$ cat src/hw/rtl/swhs_pkg.sv
`timescale 1ns / 1ps
// Shared types, codes and reset values for the single-wire humidity sensor reader.
// No dependencies.
package swhs_pkg;

	localparam int DATA_BITS_DEF = 40;

	localparam int CFG_IDX_W  = 3;
	localparam int CFG_DATA_W = 22;
	localparam int TICK_W     = 16;
	localparam int LIMIT_W    = 8;
	localparam int SINCE_W    = 22;
	localparam int BYTE_W     = 8;
	localparam int NUM_BYTES  = 4;

	localparam logic [CFG_IDX_W-1:0] CFG_START_LOW    = 3'd0;
	localparam logic [CFG_IDX_W-1:0] CFG_RELEASE_HIGH = 3'd1;
	localparam logic [CFG_IDX_W-1:0] CFG_RESP_LIMIT   = 3'd2;
	localparam logic [CFG_IDX_W-1:0] CFG_BIT_LOW      = 3'd3;
	localparam logic [CFG_IDX_W-1:0] CFG_BIT_HIGH     = 3'd4;
	localparam logic [CFG_IDX_W-1:0] CFG_ONE_THRESH   = 3'd5;
	localparam logic [CFG_IDX_W-1:0] CFG_MIN_INTERVAL = 3'd6;

	localparam logic [TICK_W-1:0]  RST_START_LOW    = 16'd20000;
	localparam logic [LIMIT_W-1:0] RST_RELEASE_HIGH = 8'd40;
	localparam logic [LIMIT_W-1:0] RST_RESP_LIMIT   = 8'd80;
	localparam logic [LIMIT_W-1:0] RST_BIT_LOW      = 8'd50;
	localparam logic [LIMIT_W-1:0] RST_BIT_HIGH     = 8'd70;
	localparam logic [LIMIT_W-1:0] RST_ONE_THRESH   = 8'd28;
	localparam logic [SINCE_W-1:0] RST_MIN_INTERVAL = 22'd2000000;
	localparam logic [SINCE_W-1:0] SINCE_MAX        = '1;

	localparam logic ACT_TICK    = 1'b0;
	localparam logic ACT_REQUEST = 1'b1;

	localparam logic [1:0] LM_RELEASE = 2'd0;
	localparam logic [1:0] LM_LOW     = 2'd1;
	localparam logic [1:0] LM_HIGH    = 2'd2;

	localparam logic [1:0] ST_OK       = 2'd0;
	localparam logic [1:0] ST_CHECKSUM = 2'd1;
	localparam logic [1:0] ST_TIMEOUT  = 2'd2;
	localparam logic [1:0] ST_NO_RESP  = 2'd3;

	typedef enum logic [6:0] {
		PH_IDLE       = 7'b0000001,
		PH_START_LOW  = 7'b0000010,
		PH_DRIVE_HIGH = 7'b0000100,
		PH_RESP_LOW   = 7'b0001000,
		PH_RESP_HIGH  = 7'b0010000,
		PH_BIT_LOW    = 7'b0100000,
		PH_BIT_HIGH   = 7'b1000000
	} phase_t;

	typedef struct packed {
		logic [TICK_W-1:0]  start_low_ticks;
		logic [LIMIT_W-1:0] release_high_ticks;
		logic [LIMIT_W-1:0] response_limit;
		logic [LIMIT_W-1:0] bit_low_limit;
		logic [LIMIT_W-1:0] bit_high_limit;
		logic [LIMIT_W-1:0] one_threshold;
		logic [SINCE_W-1:0] min_interval;
	} cfg_t;

	typedef struct packed {
		logic [1:0]                           line_mode;
		logic                                 busy;
		logic                                 done;
		logic [1:0]                           status;
		logic [NUM_BYTES-1:0][BYTE_W-1:0]     data;
	} res_t;

endpackage

$ cat src/hw/rtl/swhs_cfg_regs.sv
`timescale 1ns / 1ps
// Configuration register file: timing limits and read interval.
// Depends on swhs_pkg.
module swhs_cfg_regs import swhs_pkg::*; (
	input  logic                  clk,
	input  logic                  arst_n,
	input  logic                  wr_en,
	input  logic [CFG_IDX_W-1:0]  wr_index,
	input  logic [CFG_DATA_W-1:0] wr_data,
	output cfg_t                  cfg
);

	cfg_t cfg_q;

	always_ff @(posedge clk or negedge arst_n) begin
		if (!arst_n) begin
			cfg_q.start_low_ticks    <= RST_START_LOW;
			cfg_q.release_high_ticks <= RST_RELEASE_HIGH;
			cfg_q.response_limit     <= RST_RESP_LIMIT;
			cfg_q.bit_low_limit      <= RST_BIT_LOW;
			cfg_q.bit_high_limit     <= RST_BIT_HIGH;
			cfg_q.one_threshold      <= RST_ONE_THRESH;
			cfg_q.min_interval       <= RST_MIN_INTERVAL;
		end else if (wr_en) begin
			unique case (wr_index)
				CFG_START_LOW:    cfg_q.start_low_ticks    <= wr_data[TICK_W-1:0];
				CFG_RELEASE_HIGH: cfg_q.release_high_ticks <= wr_data[LIMIT_W-1:0];
				CFG_RESP_LIMIT:   cfg_q.response_limit     <= wr_data[LIMIT_W-1:0];
				CFG_BIT_LOW:      cfg_q.bit_low_limit      <= wr_data[LIMIT_W-1:0];
				CFG_BIT_HIGH:     cfg_q.bit_high_limit     <= wr_data[LIMIT_W-1:0];
				CFG_ONE_THRESH:   cfg_q.one_threshold      <= wr_data[LIMIT_W-1:0];
				CFG_MIN_INTERVAL: cfg_q.min_interval       <= wr_data[SINCE_W-1:0];
				default: ;
			endcase
		end
	end

	assign cfg = cfg_q;

endmodule

$ cat src/hw/rtl/swhs_fsm.sv
`timescale 1ns / 1ps
// Transaction sequencer: phase, tick counter, bit shifter, interval counter
// and checksum; one item per step. Depends on swhs_pkg.
module swhs_fsm import swhs_pkg::*; #(
	parameter int DATA_BITS = DATA_BITS_DEF
) (
	input  logic clk,
	input  logic arst_n,
	input  cfg_t cfg,
	input  logic step,
	input  logic action,
	input  logic line_level,
	output res_t res
);

	localparam int BIT_W = $clog2(DATA_BITS + 1);

	phase_t                 phase_q, phase_n;
	logic [TICK_W-1:0]      ticks_q, ticks_n, ticks_inc;
	logic [BIT_W-1:0]       bit_q, bit_n, bit_inc;
	logic [DATA_BITS-1:0]   rx_q, rx_n, rx_shift;
	logic [SINCE_W-1:0]     since_q, since_n;
	logic                   done, data_ok;
	logic [1:0]             status;
	logic                   wait_level;
	logic [LIMIT_W-1:0]     wait_limit;
	logic [BYTE_W+1:0]      sum;

	assign ticks_inc = ticks_q + TICK_W'(1);
	assign bit_inc   = bit_q + BIT_W'(1);
	assign rx_shift  = {rx_q[DATA_BITS-2:0],
		(ticks_q > {{(TICK_W-LIMIT_W){1'b0}}, cfg.one_threshold})};
	assign sum = (BYTE_W+2)'(rx_shift[DATA_BITS-1 -: BYTE_W])
		+ (BYTE_W+2)'(rx_shift[DATA_BITS-1-BYTE_W -: BYTE_W])
		+ (BYTE_W+2)'(rx_shift[DATA_BITS-1-2*BYTE_W -: BYTE_W])
		+ (BYTE_W+2)'(rx_shift[DATA_BITS-1-3*BYTE_W -: BYTE_W]);

	always_comb begin
		wait_level = 1'b0;
		wait_limit = cfg.response_limit;
		unique case (phase_q) inside
			PH_RESP_HIGH: begin
				wait_level = 1'b1;
			end
			PH_BIT_LOW: begin
				wait_limit = cfg.bit_low_limit;
			end
			PH_BIT_HIGH: begin
				wait_level = 1'b1;
				wait_limit = cfg.bit_high_limit;
			end
			default: ;
		endcase
	end

	always_comb begin
		phase_n = phase_q;
		ticks_n = ticks_q;
		bit_n   = bit_q;
		rx_n    = rx_q;
		since_n = since_q;
		done    = 1'b0;
		status  = ST_OK;
		data_ok = 1'b0;
		if (action == ACT_REQUEST) begin
			if (phase_q != PH_IDLE) begin
				phase_n = phase_q;
			end else if (since_q < cfg.min_interval) begin
				done   = 1'b1;
				status = ST_TIMEOUT;
			end else begin
				since_n = '0;
				phase_n = PH_START_LOW;
				ticks_n = '0;
				bit_n   = '0;
				rx_n    = '0;
			end
		end else begin
			if (since_q != SINCE_MAX)
				since_n = since_q + SINCE_W'(1);
			unique case (phase_q) inside
				PH_START_LOW: begin
					ticks_n = ticks_inc;
					if (ticks_inc >= cfg.start_low_ticks) begin
						phase_n = PH_DRIVE_HIGH;
						ticks_n = '0;
					end
				end
				PH_DRIVE_HIGH: begin
					ticks_n = ticks_inc;
					if (ticks_inc >= {{(TICK_W-LIMIT_W){1'b0}}, cfg.release_high_ticks}) begin
						phase_n = PH_RESP_LOW;
						ticks_n = '0;
					end
				end
				PH_RESP_LOW, PH_RESP_HIGH, PH_BIT_LOW, PH_BIT_HIGH: begin
					if (line_level == wait_level) begin
						if (ticks_q > {{(TICK_W-LIMIT_W){1'b0}}, wait_limit}) begin
							phase_n = PH_IDLE;
							ticks_n = '0;
							done    = 1'b1;
							status  = (phase_q == PH_RESP_LOW || phase_q == PH_RESP_HIGH)
								? ST_NO_RESP : ST_TIMEOUT;
						end else begin
							ticks_n = ticks_inc;
						end
					end else begin
						ticks_n = TICK_W'(1);
						if (phase_q == PH_BIT_HIGH) begin
							rx_n  = rx_shift;
							bit_n = bit_inc;
							if (bit_inc >= BIT_W'(DATA_BITS)) begin
								phase_n = PH_IDLE;
								ticks_n = '0;
								done    = 1'b1;
								if (sum[BYTE_W-1:0] == rx_shift[BYTE_W-1:0]) begin
									status  = ST_OK;
									data_ok = 1'b1;
								end else begin
									status = ST_CHECKSUM;
								end
							end else begin
								phase_n = PH_BIT_LOW;
							end
						end else if (phase_q == PH_RESP_HIGH) begin
							phase_n = PH_BIT_LOW;
						end else if (phase_q == PH_RESP_LOW) begin
							phase_n = PH_RESP_HIGH;
						end else begin
							phase_n = PH_BIT_HIGH;
						end
					end
				end
				default: begin
					phase_n = PH_IDLE;
					ticks_n = '0;
				end
			endcase
		end
	end

	always_comb begin
		res.line_mode = (phase_n == PH_START_LOW) ? LM_LOW
			: (phase_n == PH_DRIVE_HIGH) ? LM_HIGH : LM_RELEASE;
		res.busy   = (phase_n != PH_IDLE);
		res.done   = done;
		res.status = status;
		for (int j = 0; j < NUM_BYTES; j++)
			res.data[NUM_BYTES-1-j] = data_ok
				? rx_n[DATA_BITS-1-BYTE_W*j -: BYTE_W] : '0;
	end

	always_ff @(posedge clk or negedge arst_n) begin
		if (!arst_n) begin
			phase_q <= PH_IDLE;
			ticks_q <= '0;
			bit_q   <= '0;
			rx_q    <= '0;
			since_q <= SINCE_MAX;
		end else if (step) begin
			phase_q <= phase_n;
			ticks_q <= ticks_n;
			bit_q   <= bit_n;
			rx_q    <= rx_n;
			since_q <= since_n;
		end
	end

endmodule

$ cat src/hw/rtl/swhs_out_queue.sv
`timescale 1ns / 1ps
// Two-entry result queue: output register plus skid slot.
// Depends on swhs_pkg.
module swhs_out_queue import swhs_pkg::*; (
	input  logic clk,
	input  logic arst_n,
	input  logic push,
	input  res_t push_data,
	output logic space,
	input  logic out_stall,
	output logic out_valid,
	output res_t out_data
);

	logic [1:0] cnt_q;
	res_t       head_q, skid_q;
	logic       pop;

	assign out_valid = (cnt_q != 2'd0);
	assign pop       = out_valid && !out_stall;
	assign space     = (cnt_q != 2'd2) || !out_stall;
	assign out_data  = head_q;

	always_ff @(posedge clk or negedge arst_n) begin
		if (!arst_n) begin
			cnt_q <= 2'd0;
		end else begin
			cnt_q <= cnt_q + {1'b0, push} - {1'b0, pop};
		end
	end

	always_ff @(posedge clk) begin
		if (pop) begin
			if (push && cnt_q == 2'd1)
				head_q <= push_data;
			else
				head_q <= skid_q;
			if (push && cnt_q == 2'd2)
				skid_q <= push_data;
		end else if (push) begin
			if (cnt_q == 2'd0)
				head_q <= push_data;
			else
				skid_q <= push_data;
		end
	end

endmodule

$ cat src/hw/rtl/single_wire_humidity_sensor_reader_core.sv
`timescale 1ns / 1ps
// Top level of the single-wire humidity sensor reader.
// Depends on swhs_pkg, swhs_cfg_regs, swhs_fsm, swhs_out_queue.
//
//  channel  | handshake            | payload
//  ---------+----------------------+---------------------------------------------
//  in       | in_valid / in_stall  | action, line_level
//  out      | out_valid / out_stall| line_mode, busy_res, done_res, status, 4 bytes
//  cfg      | cfg_valid / cfg_ready| cfg_index, cfg_data
//
// One beat per clock unless the result queue is full and out_stall holds it; a result
// passes through the input register, then the sequencer into the result queue, and is
// offered from the head of that queue.
// The sequencer state is one-hot; all counters advance only on processed beats.
// Reset clears control state and loads register defaults; no clearing pass.
// A two-entry result queue lets input beats continue while one result waits.
module single_wire_humidity_sensor_reader_core import swhs_pkg::*; #(
	parameter int DATA_BITS = DATA_BITS_DEF
) (
	input  logic                  clk,
	input  logic                  arst_n,
	input  logic                  in_valid,
	output logic                  in_stall,
	input  logic                  action,
	input  logic                  line_level,
	output logic                  out_valid,
	input  logic                  out_stall,
	output logic [1:0]            line_mode,
	output logic                  busy_res,
	output logic                  done_res,
	output logic [1:0]            status,
	output logic [BYTE_W-1:0]     humidity_whole,
	output logic [BYTE_W-1:0]     humidity_tenths,
	output logic [BYTE_W-1:0]     temperature_whole,
	output logic [BYTE_W-1:0]     temperature_tenths,
	input  logic                  cfg_valid,
	output logic                  cfg_ready,
	input  logic [CFG_IDX_W-1:0]  cfg_index,
	input  logic [CFG_DATA_W-1:0] cfg_data
);

	cfg_t cfg;
	res_t res, out_res;
	logic valid_s1, action_s1, line_s1;
	logic space, proc;

	assign cfg_ready = 1'b1;
	assign proc      = valid_s1 && space;
	assign in_stall  = valid_s1 && !space;

	always_ff @(posedge clk or negedge arst_n) begin
		if (!arst_n) begin
			valid_s1 <= 1'b0;
		end else if (!in_stall) begin
			valid_s1 <= in_valid;
		end
	end

	always_ff @(posedge clk) begin
		if (in_valid && !in_stall) begin
			action_s1 <= action;
			line_s1   <= line_level;
		end
	end

	swhs_cfg_regs u_cfg (
		.clk      (clk),
		.arst_n   (arst_n),
		.wr_en    (cfg_valid && cfg_ready),
		.wr_index (cfg_index),
		.wr_data  (cfg_data),
		.cfg      (cfg)
	);

	swhs_fsm #(
		.DATA_BITS (DATA_BITS)
	) u_fsm (
		.clk        (clk),
		.arst_n     (arst_n),
		.cfg        (cfg),
		.step       (proc),
		.action     (action_s1),
		.line_level (line_s1),
		.res        (res)
	);

	swhs_out_queue u_outq (
		.clk       (clk),
		.arst_n    (arst_n),
		.push      (proc),
		.push_data (res),
		.space     (space),
		.out_stall (out_stall),
		.out_valid (out_valid),
		.out_data  (out_res)
	);

	assign line_mode          = out_res.line_mode;
	assign busy_res           = out_res.busy;
	assign done_res           = out_res.done;
	assign status             = out_res.status;
	assign humidity_whole     = out_res.data[3];
	assign humidity_tenths    = out_res.data[2];
	assign temperature_whole  = out_res.data[1];
	assign temperature_tenths = out_res.data[0];

endmodule
$ cat config.mk
export PLATFORM = sky130hd
export DESIGN_NAME = single_wire_humidity_sensor_reader_core
export DESIGN_NICKNAME = d
export VERILOG_FILES = /design/src/hw/rtl/swhs_pkg.sv /design/src/hw/rtl/swhs_cfg_regs.sv /design/src/hw/rtl/swhs_fsm.sv /design/src/hw/rtl/swhs_out_queue.sv /design/src/hw/rtl/single_wire_humidity_sensor_reader_core.sv
export SDC_FILE = /design/constraint.sdc
export NUM_CORES = 1
export LEC_CHECK = 0
export BUFFER_PORTS_ARGS = -buffer_cell sky130_fd_sc_hd__buf_2
export CAP_MARGIN = 20
export CORE_AREA = 2 2 154 156
export CTS_CLUSTER_DIAMETER = 30
export CTS_CLUSTER_SIZE = 30
export DETAILED_ROUTE_END_ITERATION = 8
export DIE_AREA = 0 0 156 158
export PLACE_DENSITY = 0.9
export SYNTH_ARGS = -nofsm -noshare
export SYNTH_HDL_FRONTEND = slang
export SYNTH_HIERARCHICAL = 1
export SYNTH_SLANG_ARGS = --single-unit
$ cat constraint.sdc
create_clock -name clk -period 5.7 [get_ports clk]
set_input_delay 0.285 -clock clk [delete_from_list [all_inputs] [get_ports clk]]
set_output_delay 0.285 -clock clk [all_outputs]
set_load 0.01 [all_outputs]
==> metrics, run 1 <==
Avg WL per Cell=20.2 µm; Max Fanout on Critical Path=22; Rel. slew slack=0.261; layout cells sized above 1=0.267; Min-Delay Path Depth=2; FMAX=202 MHz; Hold Path Origin=cfg_data[13]; CTS Buf Count=51; Final Hold Fails=0; clk root buf=clkbuf_16; Synth async-reset ratio=0.688; Die ar.=24,600 µm²; top cells by area, synth=dfrtp_1 22%, edfxtp_1 17%, dfstp_2 9.0%; worst r2r src=u_fsm/ticks_q[0]$_DFFE_PN0P_; Worst Max-Slew Pin Slew=1.10 ns; FF-to-FF path depth=14; via density per instance=6.38; Post-Layout Inst Area=16,500 µm²; crit end category=register; synth warn=6; Synth Area in Adders=0.0851; simple-gate portion of the synthesized area=0.125; Initial Util=0.608; residual DRC count=0; slowest CP cell=a21oi_2; power per cell area=472 nW/µm²; Yosys reg bits=250; Rows=56; share of the synthesized area in the top cell type=0.221; Post-Route Skew=0.0310 ns; Tot Pwr=7810 µW; Antenna Nets Post-Route=0; WP data required=6.15 ns; Layout Nets=1,496; number of global-route vias before repair=11,100; Final GP Congestion=0.924; Finish-stage setup viols=0; Mapped Avg Cell Area=10.9 µm²; crit path cell chain=ha_1 -> nand3_1 -> nor3_1 -> and3_1 -> xor2_1 -> ha_1 -> nand2_1 -> o21ai_0 -> a2111oi_0 -> o21ai_0 -> and2_1 -> a21oi_2 -> o21ai_0 -> a31oi_1; R2R setup slack=0.75 ns; mapped cell area=14,000 µm²; PortBufs=71; clock slew at reported path FFs=0.05 ns; Synth Area in Compound Gates=0.144; clock period minus worst slack=4.95 ns; max-cap violations=0; Max Transition Viols Final=0; CP arrival=5.39 ns; area grow syn2layout=17.9%; Mapped Nets=1,404; setup TNS=0 ns; Tcrit/Tclk final=0.868; total routed wirelength=34,500 µm; Netlist cell types=78; cell count after synthesis=1,285; reg2reg end=u_fsm/ticks_q[7]$_DFFE_PN0P_; DP HPWL=21,800 µm; GR Overflow Total=0; hold endpoint=u_cfg/cfg[75]$_DFFE_PN0P_; H-tree levels=2; initial antenna violation count=0; core region area=23,100 µm²; crit path launch type=register; post_cts resized=0; clk sinks=250; peak supply drop=314 µV; RSZ-0062 raised after global routing=false; DP Area=14,600 µm²; I/O pins=73; Setup Crit Path Kind=register to register; main combinational cell family by area after synthesis=compound AO/OA/AOI/OAI gates; clock buffer depth=3; status=finished clean; xor and xnor fraction of the mapped netlist area=0.0212; setup ws final=0.751 ns; ANT cells=0; clk_lat worst skew=0.55 ns; Initial DRT Pass Iterations=6; Max stage delay on crit path=0.79 ns; Post-synth EDFFs=78; DP Worst Slack=0.868 ns; worst hold path class=input port to register; First DRT Iteration DRCs=975; most frequent cells in the layout=152 x nand2_1, 124 x dfrtp_1, 98 x mux2_2; Via Count=10,900; Most common cell on crit path=o21ai_0; LEAKAGE=0.00720 µW; All-Layer GR Usage=0.282; commonest non-fill, non-tap cell in the layout=nand2_1; mux cell area share after synthesis=0.104; Yosys top cell by area=dfrtp_1; Die W=156 µm; global-route wire length before repair=55,700 µm; Die H=158 µm; Post-synth top flop=dfrtp_1; sequential share of the synthesized area=0.478; largest net degree at the start of global routing=113; TritonCTS clock tree=built
-- through the flow --
| stage | util | hold slack (ns) | instances |
|---|---|---|---|
| final | 0.717 | 0.0111 | 1709 |
| after CTS | 0.715 | 0.0000420 | 1707 |
| after global routing | 0.717 | 0.00699 | 1709 |
| after global placement | 0.632 | 0.465 | 1601 |
| after detailed placement | 0.633 | 0.465 | 1602 |
| after floorplan | - | -0.0106 | 1285 |
-- worst max-delay path: cells and delay by family (launching register included) --
| family | cells | cell delay, ns |
|---|---|---|
| AOI/OAI and AO/OA | 6 | 2.09 |
| xor gates and xnor gates | 1 | 0.27 |
| adders and majority gates | 2 | 0.60 |
| DFF | 1 | 0.49 |
| and+or+nand+nor | 5 | 1.40 |
-- cell families (layout without fill, tap and decap cells) --
| group | after synthesis | after routing |
|---|---|---|
| other | 1 | 1 |
| adder cells (fa/ha/maj) | 87 | 87 |
| multiplexers | 123 | 123 |
| AND/OR/NAND/NOR | 357 | 357 |
| buffers and inverters | 127 | 261 |
| AO/OA/AOI/OAI | 306 | 306 |
| flip-flops | 250 | 250 |
| XOR/XNOR | 34 | 34 |
-- Yosys cell counts, types with 6 or more instances --
cell type / n
edfxtp_1: 78
clkbuf_1: 34
nor3_1: 12
mux2_4: 20
o21ai_1: 6
a31oi_1: 16
inv_1: 65
dfrtp_1: 124
nand3_1: 32
buf_6: 8
ha_1: 73
o31ai_1: 17
nand2b_1: 13
xor2_1: 10
a21oi_2: 15
and2_1: 7
nor4_1: 10
nor2_2: 6
buf_2: 10
xnor2_1: 24
a22o_1: 36
o21ai_0: 60
nand2_1: 152
fa_1: 14
dfstp_2: 48
mux2_2: 98
a21boi_0: 17
nand4_1: 18
nor2_1: 58
a21o_1: 14
o21a_1: 6
a21oi_1: 77
and3_1: 8
-- repair_timing --
| item | CTS | global route |
|---|---|---|
| endpoints found under the setup margin | 0 | 0 |
| hold endpoints to repair | 99 | 0 |
| buffers inserted | 0 | 0 |
| hold buffers | 10 | 0 |
-- state kept, by name, summed over array words and instances, names as in the netlist, 2 cells and up --
name             flops
u_cfg/cfg           78
u_fsm/bit_q          6
u_fsm/phase_q        7
u_fsm/rx_q          40
u_fsm/since_q       22
u_fsm/ticks_q       16
u_outq/cnt_q         2
u_outq/out_data     38
u_outq/skid_q       38
-- per-layer routing --
layer | GRT usage | vias to the layer above | wire, µm
li1 | - | 4872 | -
met3 | 0.0534 | 132 | 2400
met5 | 0 | - | 0
met2 | 0.495 | 579 | 17300
met1 | 0.339 | 5320 | 13400
met4 | 0.129 | 0 | 1360
-- layout make-up --
cell class,instances,area (µm²)
clock buffer,68,1440
multi-input combinational,908,6770
fill,1448,6530
tap,290,363
timing repair buffer,100,649
clock inverter,27,350
inverter,66,248
sequential,250,6710
-- report_power, final --
part,switching [µW],internal [µW],leakage (µW)
Combinational,1120,910,0.00350
Sequential,315,2400,0.00283
Clock,969,2090,0.000867
Total,2410,5400,0.00720
-- worst max path at each step --
stage	cells after the start	slack, ns	startpoint	endpoint
5_1_grt	14	0.39	u_fsm/ticks_q[0]$_DFFE_PN0P_	u_fsm/ticks_q[7]$_DFFE_PN0P_
3_3_place_gp	14	0.90	u_fsm/rx_q[8]$_DFFE_PN0P_	u_outq/out_data[5]$_DFFE_PP_
3_5_place_dp	14	0.87	u_fsm/rx_q[8]$_DFFE_PN0P_	u_outq/out_data[1]$_DFFE_PP_
4_1_cts	14	0.82	u_fsm/rx_q[16]$_DFFE_PN0P_	u_outq/out_data[6]$_DFFE_PP_
2_1_floorplan	3	1.70	u_outq/cnt_q[1]$_DFF_PN0_	u_outq/skid_q[0]$_DFFE_PP_
6_report	14	0.75	u_fsm/ticks_q[0]$_DFFE_PN0P_	u_fsm/ticks_q[7]$_DFFE_PN0P_
Power figures use the tool's default switching activity.
==> inputs of run 2 (changes only) <==
--- a/config.mk
+++ b/config.mk
@@ -9,10 +9,11 @@
 export CAP_MARGIN = 20
 export CORE_AREA = 2 2 154 156
 export CTS_CLUSTER_DIAMETER = 30
-export CTS_CLUSTER_SIZE = 30
+export CTS_CLUSTER_SIZE = 20
 export DETAILED_ROUTE_END_ITERATION = 8
 export DIE_AREA = 0 0 156 158
 export PLACE_DENSITY = 0.9
+export RECOVER_POWER = 50
 export SYNTH_ARGS = -nofsm -noshare
 export SYNTH_HDL_FRONTEND = slang
 export SYNTH_HIERARCHICAL = 1
==> metrics, run 2 (synthesized netlist as in run 1, its figures left out) <==
WP data required=6.15 ns; max-cap violations=2; worst r2r src=u_fsm/ticks_q[0]$_DFFE_PN0P_; crit end category=register; largest net degree at the start of global routing=113; Largest register FFs=78; post-layout util=0.713; CP arrival=5.35 ns; First DRT Iteration DRCs=954; Initial Util=0.608; Cells after DPL=1,602; Post-Layout Inst Area=16,400 µm²; Finish-stage setup viols=0; Min-Delay Path Depth=2; DP Area=14,600 µm²; Max Transition Viols Final=162; RSZ-0062 raised after global routing=false; LEAKAGE=0.00705 µW; power per cell area=473 nW/µm²; violated checks=max-capacitance violations, max-slew violations; GR Overflow Total=0; clk root buf=clkbuf_16; All-Layer GR Usage=0.282; Rows=56; reg2reg end=u_fsm/ticks_q[7]$_DFFE_PN0P_; status=complete, but fails checks; worst hold path class=input port to register; Final GP Congestion=0.924; clock period minus worst slack=4.91 ns; Via Count=10,900; Antenna Nets Post-Route=0; hold endpoint=u_cfg/cfg[10]$_DFFE_PN1P_; Final Hold Fails=0; crit path launch type=register; R2R setup slack=0.79 ns; clock buffer depth=3; FMAX=204 MHz; Initial DRT Pass Iterations=6; DP HPWL=21,800 µm; Avg WL per Cell=20.3 µm; global-route wire length before repair=55,700 µm; Tcrit/Tclk final=0.861; Die ar.=24,600 µm²; clock slew at reported path FFs=0.05 ns; PortBufs=71; Max Fanout on Critical Path=22; clk_lat worst skew=0.55 ns; TritonCTS clock tree=built; total routed wirelength=34,600 µm; via density per instance=6.38; ANT cells=0; Setup Crit Path Kind=register to register; residual DRC count=0; area grow syn2layout=17.1%; Post-Route Skew=0.0306 ns; setup TNS=0 ns; I/O pins=73; CTS Buf Count=51; Finished Layout Cells=1,709; commonest non-fill, non-tap cell in the layout=nand2_1; FF-to-FF path depth=14; peak supply drop=316 µV; initial antenna violation count=0; clk sinks=250; Die H=158 µm; core region area=23,100 µm²; Worst Max-Slew Pin Slew=3.32 ns; H-tree levels=2; Rel. slew slack=-1.21; Layout Nets=1,496; most frequent cells in the layout=152 x nand2_1, 124 x dfrtp_1, 98 x mux2_2; number of global-route vias before repair=11,100; layout cells sized above 1=0.239; Die W=156 µm; Hold Path Origin=cfg_data[10]
## run 2: cell count changes in the layout (fill, tap and decap cells not counted)
cell      delta
clkbuf_1    +38
buf_4        -5
nand2b_1     +1
nand2b_4     -1
and2_4       -1
clkbuf_2     +1
buf_16       -1
and2_0       +1
buf_2       -32
buf_6        -1
## run 2: timing repair
action / 4_1_cts / 5_1_grt
buffers inserted: 0 / 0
hold buffers: 10 / 0
resized for setup: 0 / 0
endpoints found under the hold margin: 99 / 0
## run 2: worst max-delay path: stages, from the launching register on
cell	delay [ns]
dfrtp_1	0.49
ha_1	0.30
nand3_1	0.33
nor3_1	0.49
and3_1	0.26
xor2_1	0.27
ha_1	0.31
nand4_1	0.19
inv_1	0.10
a2111oi_0	0.34
o21ai_0	0.24
and2_1	0.24
a21oi_2	0.78
o21ai_0	0.23
a31oi_1	0.24
## run 2: per-stage QoR
step / setup slack [ns] / total power, µW / hold WS (ns)
detailed placement: 0.868 / 4680 / 0.465
global route: 0.395 / 8120 / 0.00707
global placement: 0.902 / 4580 / 0.465
finish: 0.791 / 7780 / 0.0121
CTS: 0.820 / 7810 / 0.0000420
floorplan: 1.70 / 4100 / -0.0106
## run 2: cell type report
cell class / count / area [µm²]
Multi-Input combinational cell: 908 / 6760
Sequential cell: 250 / 6710
Fill cell: 1477 / 6630
Clock buffer: 68 / 1440
Timing Repair Buffer: 100 / 561
Tap cell: 290 / 363
Clock inverter: 27 / 350
Inverter: 66 / 248
## run 2: routing by layer
| layer | up-vias | global-route usage | wire length [µm] | part of all wire |
|---|---|---|---|---|
| met5 | - | 0 | 0 | 0 |
| met4 | 0 | 0.129 | 1350 | 0.039 |
| met2 | 624 | 0.495 | 17300 | 0.50 |
| li1 | 4873 | - | - | - |
| met3 | 129 | 0.0534 | 2650 | 0.077 |
| met1 | 5278 | 0.339 | 13300 | 0.38 |
## run 2: where the power goes
part	leakage, µW	total [µW]	switching [µW]	internal [µW]
clock	0.000867	3060	968	2090
combinational	0.00336	2000	1120	876
sequential	0.00283	2720	319	2400
## run 2: worst max path at each step
| stage | start | end | slack (ns) | cells after the start |
|---|---|---|---|---|
| 6_report | u_fsm/ticks_q[0]$_DFFE_PN0P_ | u_fsm/ticks_q[7]$_DFFE_PN0P_ | 0.79 | 14 |
| 5_1_grt | u_fsm/ticks_q[0]$_DFFE_PN0P_ | u_fsm/ticks_q[7]$_DFFE_PN0P_ | 0.39 | 14 |
| 4_1_cts | u_fsm/rx_q[16]$_DFFE_PN0P_ | u_outq/out_data[6]$_DFFE_PP_ | 0.82 | 14 |
| 3_5_place_dp | u_fsm/rx_q[8]$_DFFE_PN0P_ | u_outq/out_data[1]$_DFFE_PP_ | 0.87 | 14 |
| 3_3_place_gp | u_fsm/rx_q[8]$_DFFE_PN0P_ | u_outq/out_data[5]$_DFFE_PP_ | 0.90 | 14 |
| 2_1_floorplan | u_outq/cnt_q[1]$_DFF_PN0_ | u_outq/skid_q[0]$_DFFE_PP_ | 1.70 | 3 |
